--- src/rtl/core/salc_pkg.sv ---
// Shared types and constants for the set-associative LRU tag cache.
package salc_pkg;

   localparam int MAX_SETS_LOG2_DEF = 6;
   localparam int MAX_WAYS_DEF      = 8;

   localparam logic [1:0] CMD_LOAD   = 2'd0;
   localparam logic [1:0] CMD_STORE  = 2'd1;
   localparam logic [1:0] CMD_MODIFY = 2'd2;

   localparam logic [1:0] OUT_HIT   = 2'd0;
   localparam logic [1:0] OUT_MISS  = 2'd1;
   localparam logic [1:0] OUT_EVICT = 2'd2;

   localparam logic [1:0] CSR_SET_BITS   = 2'd0;
   localparam logic [1:0] CSR_WAYS       = 2'd1;
   localparam logic [1:0] CSR_BLOCK_BITS = 2'd2;

   localparam int AGE_W = 8;

   typedef struct packed {
      logic read_set;
      logic update;
      logic clear;
   } cmd_type;

endpackage

--- src/rtl/core/salc_ctrl.sv ---
// Controller: valid clearing after reset, then accept, lookup and update per item.
module salc_ctrl (
   input  logic             clock,
   input  logic             reset,
   input  logic             req_tvalid,
   output logic             req_tready,
   output logic             rsp_tvalid,
   input  logic             rsp_tready,
   input  logic             clear_done,
   output salc_pkg::cmd_type cmd
);
   localparam logic [1:0] ST_IDLE  = 2'd0;
   localparam logic [1:0] ST_LOOK  = 2'd1;
   localparam logic [1:0] ST_OUT   = 2'd2;
   localparam logic [1:0] ST_CLEAR = 2'd3;

   logic [1:0] state_ff, state_in;
   logic       out_free;

   assign out_free   = (state_ff != ST_OUT) || rsp_tready;
   assign req_tready = (state_ff == ST_IDLE) || (state_ff == ST_OUT && rsp_tready);
   assign rsp_tvalid = (state_ff == ST_OUT);
   assign cmd.read_set = req_tvalid && req_tready;
   assign cmd.update   = (state_ff == ST_LOOK);
   assign cmd.clear    = (state_ff == ST_CLEAR);

   always_comb begin
      state_in = state_ff;
      case (state_ff)
         ST_CLEAR: if (clear_done) state_in = ST_IDLE;
         ST_IDLE: if (req_tvalid) state_in = ST_LOOK;
         ST_LOOK: state_in = ST_OUT;
         ST_OUT: begin
            if (rsp_tready) state_in = req_tvalid ? ST_LOOK : ST_IDLE;
         end
         default: state_in = ST_IDLE;
      endcase
      if (!out_free && state_ff == ST_OUT) state_in = ST_OUT;
   end

   always_ff @(posedge clock) begin
      if (reset) begin
         state_ff <= ST_CLEAR;
      end else begin
         state_ff <= state_in;
      end
   end
endmodule

--- config.mk ---
export PLATFORM = sky130hd
export DESIGN_NAME = salc_ctrl
export DESIGN_NICKNAME = d
export VERILOG_FILES = /design/src/rtl/core/salc_pkg.sv /design/src/rtl/core/salc_ctrl.sv
export SDC_FILE = /design/constraint.sdc
export NUM_CORES = 1
export LEC_CHECK = 0
export BUFFER_PORTS_ARGS = -buffer_cell sky130_fd_sc_hd__buf_4
export CORE_AREA = 2 2 39 41
export DETAILED_ROUTE_END_ITERATION = 10
export DIE_AREA = 0 0 41 43
export SYNTH_ARGS = -nofsm -noshare
export SYNTH_HDL_FRONTEND = slang
export SYNTH_SLANG_ARGS = --single-unit
--- constraint.sdc ---
create_clock -name clock -period 1 [get_ports clock]
set_input_delay 0.1 -clock clock [delete_from_list [all_inputs] [get_ports clock]]
set_output_delay 0.1 -clock clock [all_outputs]
set_load 0.02 [all_outputs]
==> impl_metrics.ini, run 1 <==
[detailed_routing]
routedWlPerCell_um = 7.24
drc = 0
drt_first_pass_iters = 1
drtIter0Drc = 0
antenna_left = 0
via_per_inst = 3.24
drt_wl_total_um = 297
vias = 133

[cells_and_area]
fillers = 162
fin_util_pct = 17.4
finalNetCount = 32
largest_register_ffs = 2
syn2layout_area_growth_pct = 126
fin_cells = 41
final_layout_size_suffix_gt1_share_pct = 68.0
largest_register = state_ff
diodes = 0
reg.largest.list = state_ff: 2 flops

[timing]
rsz0062_at_grt = yes
finalHoldViolCount = 0
finalSetupTns_ns = -0.0662
fin_crit_sh_pct = 105
relSlewSlack_pct = 91.7
fin_crit_ns = 1.05
finalSetupViolCount = 3
setup_ws_ns = -0.0502
finalClockSkew_ns = 0.00136
max_freq_mhz = 952
drv_slew = 0
tightest_slew_ns = 0.124

[die]
start_util_pct = 7.69
ioPinCount = 10
rows = 14
coreArea_sq_um = 1380
die_w_um = 41
die_h_um = 43
dieArea_sq_um = 1760

[worst_setup_path]
start_kind = register
rrSetupSlack_ns = 0
r2r_cells = 3
cp.required_ns = 0.90
rr_startpoint = state_ff[1]
cp-end-kind = output port
r2r-end = state_ff[0]
cp.arrival_ns = 0.95
critPathKind = reg -> out
crit_fanout = 5

[grt]
overflow = 0
antenna_found_initial = 0
grtUsageTotal_pct = 4.41
grt_max_degree = 6
grt_pass1_vias = 129
grt_pass1_wl_um = 393

[placed_design]
gp_congestion = 0.488
placed_cells = 37
port_buffers = 9
pre_cts_ws_ns = 0.0453

[min_path]
worstHoldStart = reset
hold_depth = 2
holdPathEnd = state_ff[1]
hold_path_class = in -> reg

[clock_tree]
cts_tree = done
htreeDepth = 1
postCtsHoldBufs = 0
clkSlewWorstSetupHoldPaths_ns = 0.03
cts_buffers = 3
cts_sinks = 2
clk_latency_ns = 0.22
clk_path_buf_depth = 2
root_buffer = clkbuf_4

[logic_synthesis]
ys_types = 9
ys_seq_area_share_pct = 37.6
syn_area_sq_um = 106
yosysWarnings = 0
syn_avg_cell_area_sq_um = 8.86
synth_fp_nets = 17
synth_cells = 12
ys_ff_latch = 2

[power_and_ir_drop]
p_leak_nw = 0.121
irDropWorstVdd_mv = 0.208
power.density_nw_per_um2 = 1600

[run]
maxCapViolations = 0

[status]
violations = setup timing
status = finished with violations
critical path, cell delays in order (launching register included):
cell and delay, ns:
dfxtp_2 0.33, a21oi_4 0.14, and2_4 0.16, buf_6 0.10
cell families after synthesis:
group	after synthesis	synth area share, %
AOI/OAI and AO/OA	3	24.7
buffers and inverters	2	7.06
DFF	2	37.6
and+or+nand+nor	5	30.6
power breakdown:
group          internal (mW)  switching (mW)  leakage [nW]
Sequential            0.0903          0.0113        0.0163
Clock                  0.132          0.0441        0.0138
Combinational         0.0584          0.0485        0.0913
per-layer routing:
| metal | up-vias | wire [um] | track usage [%] |
|---|---|---|---|
| li1 | 66 | - | - |
| met1 | 61 | 93 | 1.60 |
| met2 | 6 | 180 | 5.63 |
| met3 | 0 | 24 | 3.14 |
| met4 | 0 | 0 | 10.0 |
| met5 | - | 0 | 0 |
final cells by class:
class	count	area, sq um	share of cell area [%]
inverters	2	7.51	3.13
multi-input cells	8	68.8	28.6
flip-flops and latches	2	42.5	17.7
clock buffers	3	22.5	9.38
repair buffers	10	78.8	32.8
well taps	16	20.0	8.33
layout by cell type, fill, tap and decap left out, drive strengths merged:
cell type / count
a21oi: 1
nor2b: 1
and3: 1
and2: 2
and2b: 1
dfxtp: 2
buf: 10
clkbuf: 3
o21bai: 1
inv: 2
a221o: 1
synthesized netlist by cell type, drive strengths merged:
library cell	instances	area, sq um
nor2b	1	6.26
inv	2	7.51
and2b	1	7.51
and2	2	12.5
o21bai	1	7.51
and3	1	6.26
a21oi	1	8.76
dfxtp	2	40.0
a221o	1	10.0
worst max path at each step:
stage                      startpoint     endpoint  slack (ns)  cells past startpoint
final                     state_ff[1]       cmd[2]       -0.05                      3
after floorplan           state_ff[1]  state_ff[0]        0.02                      2
after detailed placement  state_ff[1]  state_ff[0]        0.05                      2
after CTS                 state_ff[1]       cmd[2]       -0.06                      3
after global placement    state_ff[1]  state_ff[0]        0.06                      2
after global routing      state_ff[1]       cmd[2]       -0.09                      3
through the flow:
step / instance area [sq um] / hold WS [ns] / total power, mW
3_5_place_dp: 201 / 0.309 / 0.201
3_3_place_gp: 201 / 0.315 / 0.199
2_1_floorplan: 114 / 0.205 / 0.154
4_1_cts: 234 / 0.0747 / 0.397
5_1_grt: 240 / 0.0761 / 0.412
6_report: 240 / 0.0815 / 0.385
what timing repair did:
| action | 4_1_cts | 5_1_grt |
|---|---|---|
| setup buffers | 1 | 0 |
| gates resized for setup | 2 | 2 |
| setup endpoints to repair | 5 | 5 |
No activity file was read; power rests on OpenSTA's default activity.
==> inputs of run 2 (changes only) <==
CTS_BUF_LIST = sky130_fd_sc_hd__clkbuf_16   (was default)
TNS_END_PERCENT = 5   (was default)
==> impl_metrics.ini, run 2 (synthesis gave the netlist of run 1 again) <==
[detailed_routing]
drt_first_pass_iters = 2
drt_wl_total_um = 318
vias = 138
drtIter0Drc = 1
via_per_inst = 3.37
drc = 0
routedWlPerCell_um = 7.76
antenna_left = 0

[worst_setup_path]
crit_fanout = 5
start_kind = register
r2r_cells = 3
r2r-end = state_ff[0]
crit_chain = a21oi_4, and2_4, buf_6
slowest_stage = dfxtp_2
cp.required_ns = 0.90
cp-startpoint = state_ff[1]
rr_startpoint = state_ff[1]
rrSetupSlack_ns = -0.01
cp.arrival_ns = 0.95
path_buf_inv = 1
max_stage_delay_ns = 0.33
cp-end-kind = output port
cp_top_family = flip-flops
critPathKind = reg -> out

[cells_and_area]
diodes = 0
largest_register_ffs = 2
largest_register = state_ff
mostFrequentLayoutCells = buf_4 (9), clkbuf_16 (3), inv_1 (2), dfxtp_2 (2)
reg.largest.list = state_ff: 2 flops
final_common_cell = buf_4
fillers = 155
finalNetCount = 32
fin_util_pct = 21.2
syn2layout_area_growth_pct = 175
final_layout_size_suffix_gt1_share_pct = 68.0

[grt]
antenna_found_initial = 0
overflow = 0
grtUsageTotal_pct = 4.91
grt_pass1_vias = 133
grt_pass1_wl_um = 427
grt_max_degree = 6

[timing]
finalHoldViolCount = 0
rsz0062_at_grt = yes
relSlewSlack_pct = 91.7
fin_crit_ns = 1.05
drv_slew = 0
tightest_slew_ns = 0.125
fin_crit_sh_pct = 105
max_freq_mhz = 953
finalClockSkew_ns = 0.00124
finalSetupViolCount = 3
setup_ws_ns = -0.0493
finalSetupTns_ns = -0.0674

[min_path]
hold_depth = 2
hold_path_class = in -> reg
holdPathEnd = state_ff[1]
worstHoldStart = reset

[die]
dieArea_sq_um = 1760
coreArea_sq_um = 1380
start_util_pct = 7.69
die_h_um = 43
rows = 14
die_w_um = 41
ioPinCount = 10

[run]
maxCapViolations = 0

[clock_tree]
htreeDepth = 1
clk_path_buf_depth = 2
clkSlewWorstSetupHoldPaths_ns = 0.03
postCtsHoldBufs = 0
cts_tree = done
root_buffer = clkbuf_16
cts_buffers = 3
cts_sinks = 2
clk_latency_ns = 0.22

[status]
status = finished with violations
violations = setup timing

[power_and_ir_drop]
p_seq_share_pct = 12.5
irDropWorstVdd_mv = 0.397
sw_frac_of_total_pct = 19.0
intPower_mw = 0.658
power.density_nw_per_um2 = 2770
p_clk_share_pct = 74.3
p_leak_nw = 0.145
p_sw_mw = 0.155
pwr-share-comb_pct = 13.2

[placed_design]
port_buffers = 9
gp_congestion = 0.488
[run 2: how the worst max path moves through the flow]
stage,end,depth (start not counted)
after floorplan,state_ff[0],2
after global placement,state_ff[0],2
after detailed placement,state_ff[0],2
after CTS,cmd[2],3
after global routing,cmd[2],3
final,cmd[2],3
[run 2: area by class of cell]
cell class | instances | area, sq um | share of cell area, %
Sequential cell | 2 | 42.5 | 14.5
Timing Repair Buffer | 10 | 78.8 | 26.9
Tap cell | 16 | 20.0 | 6.84
Multi-Input combinational cell | 8 | 68.8 | 23.5
Inverter | 2 | 7.51 | 2.56
Clock buffer | 3 | 75.1 | 25.6
[run 2: timing repair]
item                                    CTS  global route
gates resized for setup                   2             2
setup buffers                             1             0
endpoints found under the setup margin    4             4
[run 2: layer usage]
metal,global-route usage (%),routed length (um)
met5,0,0
met3,4.71,34
met1,1.92,104
met4,10.0,18
met2,5.94,161
[run 2: metrics by stage]
stage / instances / cell area (sq um) / setup slack, ns / hold WS (ns) / total power [mW]
floorplan: 12 / 114 / 0.0186 / 0.205 / 0.154
global placement: 37 / 201 / 0.0554 / 0.315 / 0.199
detailed placement: 37 / 201 / 0.0453 / 0.309 / 0.201
CTS: 41 / 287 / -0.0544 / 0.0840 / 0.819
global route: 41 / 293 / -0.0754 / 0.0883 / 0.839
finish: 41 / 293 / -0.0493 / 0.0834 / 0.812
[run 2: power by group through the flow]
stage | registers, mW | logic [mW] | clock network [mW]
5_1_grt | 0.103 | 0.114 | 0.623
2_1_floorplan | 0.0988 | 0.0548 | 0
6_report | 0.102 | 0.107 | 0.604
3_3_place_gp | 0.101 | 0.0987 | 0
3_5_place_dp | 0.101 | 0.0995 | 0
4_1_cts | 0.102 | 0.105 | 0.613
